<file path="config.mk">
export PLATFORM = sky130hd
export DESIGN_NAME = ima_adpcm_channel_decoder
export DESIGN_NICKNAME = d
export VERILOG_FILES = /design/src/rtl/imadec_pkg.sv /design/src/rtl/ima_adpcm_channel_decoder.sv
export SDC_FILE = /design/constraint.sdc
export NUM_CORES = 1
export LEC_CHECK = 0
export BUFFER_PORTS_ARGS = -buffer_cell sky130_fd_sc_hd__buf_4
export CORE_MARGIN = 2
export CORE_UTILIZATION = 49
export DETAILED_ROUTE_END_ITERATION = 16
export PLACE_DENSITY = 0.65
export REMOVE_ABC_BUFFERS = 1
export SYNTH_ARGS = -nofsm -noshare
export SYNTH_HDL_FRONTEND = slang
export SYNTH_SLANG_ARGS = --single-unit
</file>
<file path="constraint.sdc">
create_clock -name clk -period 27 [get_ports clk]
set_clock_uncertainty 0.1 [all_clocks]
set_input_delay 8.1 -clock clk [delete_from_list [all_inputs] [get_ports clk]]
set_output_delay 8.1 -clock clk [all_outputs]
set_load 0.01 [all_outputs]
</file>
<file path="src/rtl/imadec_pkg.sv">
package imadec_pkg;

  localparam int STEP_COUNT  = 89;
  localparam int IDX_MAX     = STEP_COUNT - 1;
  localparam int IN_TDATA_W  = 48;
  localparam int OUT_TDATA_W = 24;

  typedef enum logic {
    KIND_DATA = 1'b0,
    KIND_LOAD = 1'b1
  } kind_t;

  typedef enum logic [1:0] {
    CFG_CLAMP_MODE    = 2'd0,
    CFG_NIBBLE_ORDER  = 2'd1,
    CFG_CHANNEL_COUNT = 2'd2
  } cfg_idx_t;

  // per-channel decoder state as held in the state memory
  typedef struct packed {
    logic signed [15:0] pred;
    logic [6:0]         idx;
  } chan_state_t;

  localparam logic [14:0] STEP_TABLE [STEP_COUNT] = '{
    15'd7, 15'd8, 15'd9, 15'd10, 15'd11, 15'd12, 15'd13, 15'd14, 15'd16, 15'd17,
    15'd19, 15'd21, 15'd23, 15'd25, 15'd28, 15'd31, 15'd34, 15'd37, 15'd41, 15'd45,
    15'd50, 15'd55, 15'd60, 15'd66, 15'd73, 15'd80, 15'd88, 15'd97, 15'd107, 15'd118,
    15'd130, 15'd143, 15'd157, 15'd173, 15'd190, 15'd209, 15'd230, 15'd253, 15'd279,
    15'd307, 15'd337, 15'd371, 15'd408, 15'd449, 15'd494, 15'd544, 15'd598, 15'd658,
    15'd724, 15'd796, 15'd876, 15'd963, 15'd1060, 15'd1166, 15'd1282, 15'd1411,
    15'd1552, 15'd1707, 15'd1878, 15'd2066, 15'd2272, 15'd2499, 15'd2749, 15'd3024,
    15'd3327, 15'd3660, 15'd4026, 15'd4428, 15'd4871, 15'd5358, 15'd5894, 15'd6484,
    15'd7132, 15'd7845, 15'd8630, 15'd9493, 15'd10442, 15'd11487, 15'd12635,
    15'd13899, 15'd15289, 15'd16818, 15'd18500, 15'd20350, 15'd22385, 15'd24623,
    15'd27086, 15'd29794, 15'd32767
  };

  localparam logic signed [4:0] INDEX_ADJUST [16] = '{
    -5'sd1, -5'sd1, -5'sd1, -5'sd1, 5'sd2, 5'sd4, 5'sd6, 5'sd8,
    -5'sd1, -5'sd1, -5'sd1, -5'sd1, 5'sd2, 5'sd4, 5'sd6, 5'sd8
  };

  localparam logic signed [17:0] PRED_MAX     = 18'sd32767;
  localparam logic signed [17:0] PRED_MIN     = -18'sd32768;
  localparam logic signed [17:0] PRED_MIN_SYM = -18'sd32767;

  // one 4-bit code applied to a channel state
  function automatic chan_state_t decode_nibble(chan_state_t st, logic [3:0] code,
                                                logic sym);
    logic [14:0]        step;
    logic [16:0]        diff;
    logic signed [17:0] p_ext;
    logic signed [17:0] d_ext;
    logic signed [17:0] p;
    logic signed [17:0] lo;
    logic signed [8:0]  ni;
    chan_state_t        res;
    step  = (st.idx > 7'(IDX_MAX)) ? STEP_TABLE[IDX_MAX] : STEP_TABLE[st.idx];
    diff  = 17'(step >> 3);
    if (code[0]) diff = diff + 17'(step >> 2);
    if (code[1]) diff = diff + 17'(step >> 1);
    if (code[2]) diff = diff + 17'(step);
    p_ext = {{2{st.pred[15]}}, st.pred};
    d_ext = $signed({1'b0, diff});
    p     = code[3] ? (p_ext - d_ext) : (p_ext + d_ext);
    lo    = sym ? PRED_MIN_SYM : PRED_MIN;
    if (p > PRED_MAX)  p = PRED_MAX;
    else if (p < lo)   p = lo;
    res.pred = p[15:0];
    ni = $signed({2'b00, st.idx}) + 9'(INDEX_ADJUST[code]);
    if (ni < 9'sd0)                 res.idx = 7'd0;
    else if (ni > 9'(IDX_MAX))      res.idx = 7'(IDX_MAX);
    else                            res.idx = ni[6:0];
    return res;
  endfunction

endpackage

</file>
<file path="src/rtl/ima_adpcm_channel_decoder.sv">
// Multi-channel IMA ADPCM decoder, one byte (two 4-bit codes) per input transfer.
// Order: a byte passes s1 and s2 into the output buffer, which offers its first sample;
// the second is offered in the cycle after the first is taken.
// A new byte is taken only once the last one has left s1 and s2 is empty or empties,
// set by the read-decode-decode-write turn on a channel's entry (one code per stage).
// Reset (rst_n low, synchronous): all channels read as predictor 0, step index 0;
// clamp_mode 0, nibble_order 0, channel_count 1; pipeline and output emptied.
module ima_adpcm_channel_decoder #(
  parameter int MAX_CHANNELS = 8
) (
  input  logic                                 clk,
  input  logic                                 rst_n,
  // input stream
  input  logic                                 in_tvalid,
  output logic                                 in_tready,
  // [2:0] channel, [10:3] data_byte, [11] skip, [27:12] init_predictor,
  // [43:28] init_step_index, [47:44] zero
  input  logic [imadec_pkg::IN_TDATA_W-1:0]    in_tdata,
  // [0] kind
  input  logic [0:0]                           in_tuser,
  // result stream
  output logic                                 out_tvalid,
  input  logic                                 out_tready,
  // [15:0] sample, [18:16] sample_channel, [23:19] zero
  output logic [imadec_pkg::OUT_TDATA_W-1:0]   out_tdata,
  output logic                                 out_tlast,
  // configuration writes
  input  logic                                 cfg_valid,
  output logic                                 cfg_ready,
  input  logic [1:0]                           cfg_index,
  input  logic [3:0]                           cfg_data
);
  import imadec_pkg::*;

  localparam int AW = (MAX_CHANNELS > 1) ? $clog2(MAX_CHANNELS) : 1;

  // ---------------------------------------------------------------------------
  // Configuration registers. Writes are always taken.
  // ---------------------------------------------------------------------------
  logic       clamp_mode_r;
  logic       nibble_order_r;
  logic [3:0] channel_count_r;

  assign cfg_ready = 1'b1;

  always_ff @(posedge clk) begin
    if (!rst_n) begin
      clamp_mode_r    <= 1'b0;
      nibble_order_r  <= 1'b0;
      channel_count_r <= 4'd1;
    end else if (cfg_valid) begin
      unique case (cfg_idx_t'(cfg_index))
        CFG_CLAMP_MODE:    clamp_mode_r    <= cfg_data[0];
        CFG_NIBBLE_ORDER:  nibble_order_r  <= cfg_data[0];
        CFG_CHANNEL_COUNT: channel_count_r <= cfg_data;
        default: ;
      endcase
    end
  end

  // ---------------------------------------------------------------------------
  // Input field unpacking
  // ---------------------------------------------------------------------------
  logic [2:0]         in_ch;
  logic [7:0]         in_byte;
  logic               in_skip;
  logic signed [15:0] in_pred;
  logic signed [15:0] in_idx;
  logic               in_xfer;
  logic               in_use;
  logic [AW-1:0]      rd_addr;

  assign in_ch   = in_tdata[2:0];
  assign in_byte = in_tdata[10:3];
  assign in_skip = in_tdata[11];
  assign in_pred = in_tdata[27:12];
  assign in_idx  = in_tdata[43:28];
  assign in_xfer = in_tvalid && in_tready;
  // channels at or above the configured count (or the memory depth) are dropped
  assign in_use  = ({1'b0, in_ch} < channel_count_r) && (32'(in_ch) < MAX_CHANNELS);
  assign rd_addr = AW'(in_ch);

  // ---------------------------------------------------------------------------
  // Stage registers
  // s1: memory read in flight, first code decoded at its end
  // s2: second code decoded, write-back and result hand-off
  // ---------------------------------------------------------------------------
  logic               s1_valid_r;
  kind_t              s1_kind_r;
  logic               s1_use_r;
  logic [2:0]         s1_ch_r;
  logic [7:0]         s1_byte_r;
  logic               s1_skip_r;
  logic signed [15:0] s1_pred_r;
  logic signed [15:0] s1_idx_r;

  logic               s2_valid_r;
  kind_t              s2_kind_r;
  logic               s2_use_r;
  logic               s2_skip_r;
  logic [2:0]         s2_ch_r;
  logic [3:0]         s2_code_r;
  chan_state_t        s2_state_r;

  // ---------------------------------------------------------------------------
  // State memory: one entry per channel, synchronous read.
  // Per-entry valid flags stand in for the all-zero reset.
  // ---------------------------------------------------------------------------
  chan_state_t              mem [MAX_CHANNELS];
  logic [MAX_CHANNELS-1:0]  vld_r;
  chan_state_t              rd_q_r;
  logic                     rd_vld_r;
  logic                     byp_r;       // write to the same entry on the read edge
  chan_state_t              byp_data_r;

  logic                     wr_en;
  logic [AW-1:0]            wr_addr;
  chan_state_t              wr_data;

  always_ff @(posedge clk) begin
    if (wr_en) mem[wr_addr] <= wr_data;
    rd_q_r     <= mem[rd_addr];
    byp_data_r <= wr_data;
  end

  always_ff @(posedge clk) begin
    if (!rst_n) begin
      vld_r    <= '0;
      rd_vld_r <= 1'b0;
      byp_r    <= 1'b0;
    end else begin
      if (wr_en) vld_r[wr_addr] <= 1'b1;
      rd_vld_r <= vld_r[rd_addr];
      byp_r    <= wr_en && (wr_addr == rd_addr);
    end
  end

  // ---------------------------------------------------------------------------
  // s1 combinational: pick the current channel state, decode the first code,
  // or clamp the load values.
  // ---------------------------------------------------------------------------
  chan_state_t s1_cur;
  chan_state_t s1_dec;
  chan_state_t s1_load;
  logic [3:0]  s1_first;
  logic [3:0]  s1_second;

  always_comb begin
    if (byp_r)         s1_cur = byp_data_r;
    else if (rd_vld_r) s1_cur = rd_q_r;
    else               s1_cur = '0;

    s1_first  = nibble_order_r ? s1_byte_r[7:4] : s1_byte_r[3:0];
    s1_second = nibble_order_r ? s1_byte_r[3:0] : s1_byte_r[7:4];
    s1_dec    = decode_nibble(s1_cur, s1_first, clamp_mode_r);

    s1_load.pred = (clamp_mode_r && (s1_pred_r == -16'sd32768)) ? -16'sd32767 : s1_pred_r;
    if (s1_idx_r[15])                    s1_load.idx = 7'd0;
    else if (s1_idx_r > 16'(IDX_MAX))    s1_load.idx = 7'(IDX_MAX);
    else                                 s1_load.idx = s1_idx_r[6:0];
  end

  // ---------------------------------------------------------------------------
  // s2 combinational: second code, write-back, hand-off to the output buffer
  // ---------------------------------------------------------------------------
  logic [1:0]         out_cnt_r;
  logic [1:0]         out_cnt_nxt;
  logic signed [15:0] samp0_r;
  logic signed [15:0] samp1_r;
  logic [2:0]         out_ch_r;
  logic               out_xfer;
  chan_state_t        s2_dec;
  logic               s2_emit;
  logic               s2_done;

  assign out_xfer = out_tvalid && out_tready;
  assign s2_dec   = decode_nibble(s2_state_r, s2_code_r, clamp_mode_r);
  assign s2_emit  = s2_use_r && (s2_kind_r == KIND_DATA) && !s2_skip_r;
  // results need the buffer empty, or draining its last sample this cycle
  assign s2_done  = s2_valid_r &&
                    (!s2_emit || (out_cnt_r == 2'd0) || ((out_cnt_r == 2'd1) && out_xfer));

  assign wr_en    = s2_done && s2_use_r;
  assign wr_addr  = AW'(s2_ch_r);
  assign wr_data  = (s2_kind_r == KIND_LOAD) ? s2_state_r : s2_dec;

  // A new item enters only when s1 is empty and s2 is empty or empties this cycle, so an
  // older item's write lands on the new item's read edge and is forwarded.
  assign in_tready = !s1_valid_r && (!s2_valid_r || s2_done);

  always_ff @(posedge clk) begin
    if (!rst_n) begin
      s1_valid_r <= 1'b0;
      s2_valid_r <= 1'b0;
    end else begin
      s1_valid_r <= in_xfer;
      if (s1_valid_r)   s2_valid_r <= 1'b1;
      else if (s2_done) s2_valid_r <= 1'b0;
    end
  end

  always_ff @(posedge clk) begin
    if (in_xfer) begin
      s1_kind_r <= kind_t'(in_tuser[0]);
      s1_use_r  <= in_use;
      s1_ch_r   <= in_ch;
      s1_byte_r <= in_byte;
      s1_skip_r <= in_skip;
      s1_pred_r <= in_pred;
      s1_idx_r  <= in_idx;
    end
    if (s1_valid_r) begin
      s2_kind_r  <= s1_kind_r;
      s2_use_r   <= s1_use_r;
      s2_skip_r  <= s1_skip_r;
      s2_ch_r    <= s1_ch_r;
      s2_code_r  <= s1_second;
      s2_state_r <= (s1_kind_r == KIND_LOAD) ? s1_load : s1_dec;
    end
  end

  // ---------------------------------------------------------------------------
  // Output buffer: holds both samples of a byte; count 2 shows the first,
  // count 1 the second (tlast).
  // ---------------------------------------------------------------------------
  always_comb begin
    priority if (s2_done && s2_emit) out_cnt_nxt = 2'd2;
    else if (out_xfer)               out_cnt_nxt = out_cnt_r - 2'd1;
    else                             out_cnt_nxt = out_cnt_r;
  end

  always_ff @(posedge clk) begin
    if (!rst_n) out_cnt_r <= 2'd0;
    else        out_cnt_r <= out_cnt_nxt;
  end

  always_ff @(posedge clk) begin
    if (s2_done && s2_emit) begin
      samp0_r  <= s2_state_r.pred;
      samp1_r  <= s2_dec.pred;
      out_ch_r <= s2_ch_r;
    end
  end

  assign out_tvalid = (out_cnt_r != 2'd0);
  assign out_tlast  = (out_cnt_r == 2'd1);
  assign out_tdata  = {5'd0, out_ch_r, (out_tlast ? samp1_r : samp0_r)};

endmodule
</file>
==> impl_metrics.csv, run 1 <==
group,metric,value,unit
route,ant_nets,0,
critical_path,cp_max_fo,4,
power_and_ir_drop,leakagePower,10.4,nW
final_layout,final_nets,2681,
synth,synth_cell_types,111,
synth,syn-cell-area,24800,µm²
clock_tree,clkTransAtPathRegs,0.06,ns
synth,synth.avg_cell_area,10.3,µm²
route,drc,0,
hold_path,hold_path_class,"reg -> reg",
critical_path,rrSetupSlack,13.13,ns
flow_run,maxCapViolations,0,
floorplanning,die_h,229,µm
clock_tree,ctsHoldBuffers,0,
place,place_congestion,0.972,
power_and_ir_drop,power_frac_comb,33.1,%
place,dp.final_hpwl,49.3,mm
clock_tree,insertion_delay,0.58,ns
floorplanning,rows,82,
place,post-place-cells,3078,
critical_path,cp.required,18.80,ns
grt,grt_pass1_vias,19304,
power_and_ir_drop,pwr-share-seq,37.6,%
clock_tree,cts.root.buffer_cell,"clkbuf_16",
floorplanning,die_area,52400,µm²
final_layout,drive_gt1_share,14.9,%
sta,slew_headroom,21.8,%
sta,rsz0062_at_grt,"no",
power_and_ir_drop,p_sw,0.634,mW
final_layout,stdcell_count,3148,
place,numPortBuffers,77,
final_layout,fin_util,54.7,%
route,met1_length,30.6,mm
sta,fmax,58.9,MHz
synth,synth_top_area_cell,"edfxtp_1",
floorplanning,coreArea,50100,µm²
sta,fin_crit_sh,62.9,%
critical_path,cp_data_arrival_time,8.78,ns
power_and_ir_drop,swShare,33.5,%
critical_path,reg2reg_depth,49,
sta,setup_viol,0,
power_and_ir_drop,p_total,1.89,mW
synth,synthTopCellsByArea,"edfxtp_1, ha_1, dfxtp_1",
sta,fin_tns_setup,0,ns
clock_tree,clockBufferDepth,3,
synth,synth_top_area_share,36.1,%
clock_tree,cts_tree,"yes",
power_and_ir_drop,p_int,1.26,mW
critical_path,end_kind,"output port",
critical_path,crit_type,"in -> out",
hold_path,whs_endpoint,"s2_ch_r[0]$_DFFE_PP_",
route,wl_met3,3.56,mm
floorplanning,boundaryPins,88,
sta,final_hold_viol_count,0,
synth,ys_warn_count,0,
hold_path,hold_depth,0,
route,wl_met2,32.0,mm
sta,period_needed,16.98,ns
route,totalWireLength,68.8,mm
clock_tree,h-tree-depth,2,
sta,slew_viol_final,0,
clock_tree,clkSinkCount,364,
clock_tree,cts_resized,0,
clock_tree,cts_buffers,39,
critical_path,crit-reg2reg-launch,"byp_r$_SDFF_PN0_",
grt,grt_usage,26.1,%
grt,overflow,0,
route,initialDrtViolationCount,1807,
final_layout,diodes,0,
critical_path,crit_path_start_kind,"input port",
sta,worst_pin_slew,1.16,ns
final_layout,area_delta_synth_final,10.3,%
power_and_ir_drop,powerDensity,69.2,nW/µm²
synth,synth_flop_cell,"edfxtp_1",
synth,yosysSeqAreaShare,41.4,%
power_and_ir_drop,ir_drop,0.0557,mV
synth,synthCells,2404,
outcome,status,"completed",
grt,antenna_found_initial,0,
synth,synth_enable_flop_cells,298,
floorplanning,start_util,49.6,%
route,post_drt_wl_per_cell,21.9,µm
route,routed.top_layer,"met4",
grt,grt_pass1_wl,108,mm
route,first_pass_iters,6,
synth,yosys_register_bits,364,
final_layout,fill_cells,4399,
power_and_ir_drop,power.clock.fraction,29.3,%
synth,synth-async-reset-ratio,0,%
route,vias_per_cell,6.22,
hold_path,hp-start,"s1_ch_r[0]$_DFFE_PP_",
clock_tree,postCtsSetupBuffers,0,
floorplanning,die-width,229,µm
critical_path,r2r-end,"s2_state_r[20]$_DFFE_PP_",
grt,grt_max_degree,68,
route,route.vias.total,19582,
## cell families after synthesis
kind of cell / count (synthesis) / share of synthesized area (%)
buffers and inverters: 233 / 3.83
AND/OR/NAND/NOR: 638 / 12.9
flip-flops: 364 / 41.4
adder cells (fa/ha/maj): 174 / 9.05
multiplexers: 154 / 9.03
XOR/XNOR: 130 / 4.59
AO/OA/AOI/OAI: 709 / 19.1
other: 2 / 0.0303
## stage by stage
step	setup WS (ns)	area, µm²	hold WS [ns]
4_1_cts	10.03	27400	0.322
6_report	10.02	27400	0.322
3_5_place_dp	10.04	26000	0.308
3_3_place_gp	10.05	26000	0.304
2_1_floorplan	10.27	24300	0.300
5_1_grt	9.94	27400	0.330
## power by group through the flow
stage	combinational [mW]	sequential (mW)	clock (mW)
2_1_floorplan	0.452	0.721	0
3_3_place_gp	0.604	0.723	0
3_5_place_dp	0.622	0.724	0
4_1_cts	0.626	0.712	0.567
5_1_grt	0.699	0.715	0.589
6_report	0.627	0.712	0.555
## synth_stat cells, drive strengths merged, types with 24 or more instances
| cell type | count |
|---|---|
| a21oi | 181 |
| mux4 | 48 |
| nand2 | 181 |
| o211ai | 37 |
| buf | 36 |
| clkbuf | 82 |
| a21o | 43 |
| mux2 | 78 |
| nand2b | 31 |
| o21bai | 25 |
| nor3 | 32 |
| mux2i | 28 |
| dfxtp | 66 |
| o21ai | 161 |
| a211oi | 24 |
| a31oi | 39 |
| xnor2 | 84 |
| edfxtp | 298 |
| o21a | 24 |
| nor2b | 31 |
| inv | 112 |
| nand3 | 60 |
| ha | 165 |
| nor2 | 154 |
| xor2 | 46 |
## worst max-delay path: stages
cell and delay (ns):
buf_4 0.08, a21oi_1 0.07, a31oi_1 0.34, buf_4 0.18
## registers in the layout, indices dropped and copies added (netlist names), 16 cells and up
| name | flops |
|---|---|
| samp0_r | 16 |
| s1_idx_r | 16 |
| s1_pred_r | 16 |
| samp1_r | 16 |
| rd_q_r | 23 |
| mem | 184 |
| s2_state_r | 23 |
| byp_data_r | 23 |
## worst max-delay path by stage
stage / start / end
after CTS: out_tready / in_tready
after global placement: out_tready / in_tready
after floorplan: out_tready / in_tready
final: out_tready / in_tready
after global routing: out_tready / in_tready
after detailed placement: out_tready / in_tready
## cell type report
class,count,area (µm²),area share [%]
well taps,672,841,3.07
clock buffers,54,1080,3.95
repair buffers,116,871,3.18
multi-input cells,1811,13600,49.8
inverters,115,432,1.58
flip-flops and latches,364,10300,37.5
clock inverters,16,244,0.891
## layout by cell type (no fill, tap or decap), drive strengths merged, types with 16 or more instances in the layout
| master | instances |
|---|---|
| a211oi | 24 |
| a21o | 43 |
| a21oi | 181 |
| a22o | 23 |
| a31oi | 39 |
| and2 | 16 |
| buf | 116 |
| clkbuf | 54 |
| dfxtp | 66 |
| edfxtp | 298 |
| ha | 165 |
| inv | 116 |
| mux2 | 78 |
| mux2i | 28 |
| mux4 | 48 |
| nand2 | 181 |
| nand2b | 31 |
| nand3 | 60 |
| nand3b | 19 |
| nand4 | 18 |
| nor2 | 154 |
| nor2b | 31 |
| nor3 | 32 |
| nor3b | 16 |
| nor4 | 22 |
| o211ai | 37 |
| o21a | 24 |
| o21ai | 161 |
| o21bai | 25 |
| o31ai | 18 |
| xnor2 | 84 |
| xor2 | 46 |
## routing by layer
metal  vias to the layer above  global-route usage (%)
met3                       158                    3.20
met5                         -                       0
met1                      9533                    35.6
li1                       9199                       -
met4                         0                    9.54
met2                       692                    42.7
No activity file was read; power rests on OpenSTA's default activity.
==> run 2: changes to the inputs <==
--- a/config.mk
+++ b/config.mk
@@ -9,7 +9,7 @@
 export CORE_MARGIN = 2
 export CORE_UTILIZATION = 49
 export DETAILED_ROUTE_END_ITERATION = 16
-export PLACE_DENSITY = 0.65
+export PLACE_DENSITY = 0.68
 export REMOVE_ABC_BUFFERS = 1
 export SYNTH_ARGS = -nofsm -noshare
 export SYNTH_HDL_FRONTEND = slang
==> constraint.sdc (replaced) <==
create_clock -name clk -period 14 [get_ports clk]
set_clock_uncertainty 0.1 [all_clocks]
set_input_delay 4.2 -clock clk [delete_from_list [all_inputs] [get_ports clk]]
set_output_delay 4.2 -clock clk [all_outputs]
set_load 0.01 [all_outputs]
==> run 2 against run 1 <==
Effect of this change:
- worst hold slack about the same
- final area increased by 0.56%
- sequential cell count unchanged
- critical path type is now reg -> reg
- largest cell class unchanged
- largest power group unchanged
==> impl_metrics.csv, run 2 (synthesized netlist as in run 1, its figures left out) <==
group,metric,value,unit
route,post_drt_wl_per_cell,22.5,µm
place,dp.final_hpwl,50.6,mm
place,numPortBuffers,77,
critical_path,cp_max_fo,30,
grt,grt_max_degree,52,
critical_path,end_kind,"flip-flop",
clock_tree,cts_buffers,40,
critical_path,cp.required,14.21,ns
critical_path,cp_data_arrival_time,12.87,ns
route,ant_nets,0,
final_layout,layout_common_cells,"edfxtp_1, a21oi_1, nand2_1, ha_1, o21ai_0",
route,vias_per_cell,6.25,
critical_path,crit_slowest_cell,"dfxtp_2",
grt,grt_pass1_wl,110,mm
final_layout,final_nets,2682,
hold_path,hold_path_class,"reg -> reg",
route,totalWireLength,70.9,mm
clock_tree,cts.root.buffer_cell,"clkbuf_16",
clock_tree,postCtsSetupBuffers,0,
clock_tree,h-tree-depth,2,
critical_path,crit_path_start_kind,"flip-flop",
final_layout,final_common_cell,"edfxtp_1",
final_layout,largest_reg_flops,184,
power_and_ir_drop,leakagePower,10.5,nW
sta,fin_tns_setup,0,ns
sta,timing.final.ws_setup,1.34,ns
floorplanning,die_h,229,µm
route,route.vias.total,19698,
critical_path,crit_top_cell,"ha_1",
final_layout,design_area,27500,µm²
floorplanning,die_area,52400,µm²
grt,overflow,0,
clock_tree,ctsHoldBuffers,0,
clock_tree,cts_resized,0,
sta,setup_viol,0,
sta,fmax,79.0,MHz
place,place_congestion,0.931,
critical_path,max_stage_delay,0.64,ns
clock_tree,cts_tree,"yes",
power_and_ir_drop,ir_drop,0.114,mV
grt,grt_usage,26.8,%
place,post_dp_cell_area,26000,µm²
clock_tree,clkTransAtPathRegs,0.06,ns
final_layout,fill_cells,4319,
final_layout,diodes,0,
critical_path,rrSetupSlack,1.34,ns
final_layout,fin_util,55.0,%
outcome,status,"completed",
route,drc,0,
sta,final_hold_viol_count,0,
power_and_ir_drop,p_total,3.75,mW
sta,worst_pin_slew,1.08,ns
floorplanning,boundaryPins,88,
sta,slew_viol_final,0,
route,first_pass_iters,5,
sta,fin_crit_sh,90.5,%
floorplanning,die-width,229,µm
route,initialDrtViolationCount,2134,
clock_tree,insertion_delay,0.58,ns
clock_tree,clkSinkCount,364,
sta,slew_headroom,27.5,%
sta,rsz0062_at_grt,"no",
power_and_ir_drop,powerDensity,136,nW/µm²
grt,grt_pass1_vias,19308,
floorplanning,start_util,49.6,%
final_layout,drive_gt1_share,15.2,%
flow_run,maxCapViolations,0,
place,place_ws,1.71,ns
sta,period_needed,12.66,ns
clock_tree,clockBufferDepth,3,
final_layout,area_delta_synth_final,11.0,%
floorplanning,coreArea,50100,µm²
grt,antenna_found_initial,0,
critical_path,crit_type,"reg -> reg",
floorplanning,rows,82,
final_layout,largest_register,"mem",
## run 2: per-stage QoR
| step | instances | hold slack (ns) |
|---|---|---|
| after floorplan | 2290 | 0.300 |
| after global placement | 3078 | 0.301 |
| after detailed placement | 3078 | 0.308 |
| after CTS | 3152 | 0.321 |
| after global routing | 3152 | 0.325 |
| final | 3152 | 0.322 |
## run 2: path summary, 6_finish.rpt
| path | start | endpoint | cells after the start |
|---|---|---|---|
| worst max register to register | byp_r$_SDFF_PN0_ | s2_state_r[20]$_DFFE_PP_ | 50 |
| worst min-delay path | s1_ch_r[2]$_DFFE_PP_ | s2_ch_r[2]$_DFFE_PP_ | 0 |
| worst min register to register | s1_ch_r[2]$_DFFE_PP_ | s2_ch_r[2]$_DFFE_PP_ | 0 |
| worst max-delay path | byp_r$_SDFF_PN0_ | s2_state_r[20]$_DFFE_PP_ | 50 |
## run 2: report_power, final
group	leakage [nW]	internal (mW)	switching (mW)
registers	3.27	1.34	0.0310
clock network	0.715	0.694	0.457
logic	6.54	0.464	0.761
total	10.5	2.50	1.25
## run 2: final cells by class
type                    instances  area, µm²  share of cell area, %
well taps                     672        841                   3.05
multi-input cells            1811      13600                   49.5
inverters                     115        432                   1.57
clock buffers                  52       1130                   4.10
repair buffers                116        871                   3.16
flip-flops and latches        364      10300                   37.3
clock inverters                22        350                   1.27
## run 2: worst max-delay path, delay by kind of cell, from the launching register on
kind | cells | cell delay, ns
buffers and inverters | 6 | 0.98
AND/OR/NAND/NOR | 16 | 4.04
AO/OA/AOI/OAI | 14 | 3.35
XOR/XNOR | 5 | 0.55
adder cells (fa/ha/maj) | 6 | 2.03
multiplexers | 3 | 0.68
flip-flops | 1 | 0.64
## run 2: layer usage
metal	global-route usage, %	routed length [µm]	vias to the layer above
li1	-	-	9212
met1	35.8	30200	9618
met2	45.5	34300	736
met3	3.21	4530	132
met5	0	0	-
met4	8.24	1960	0
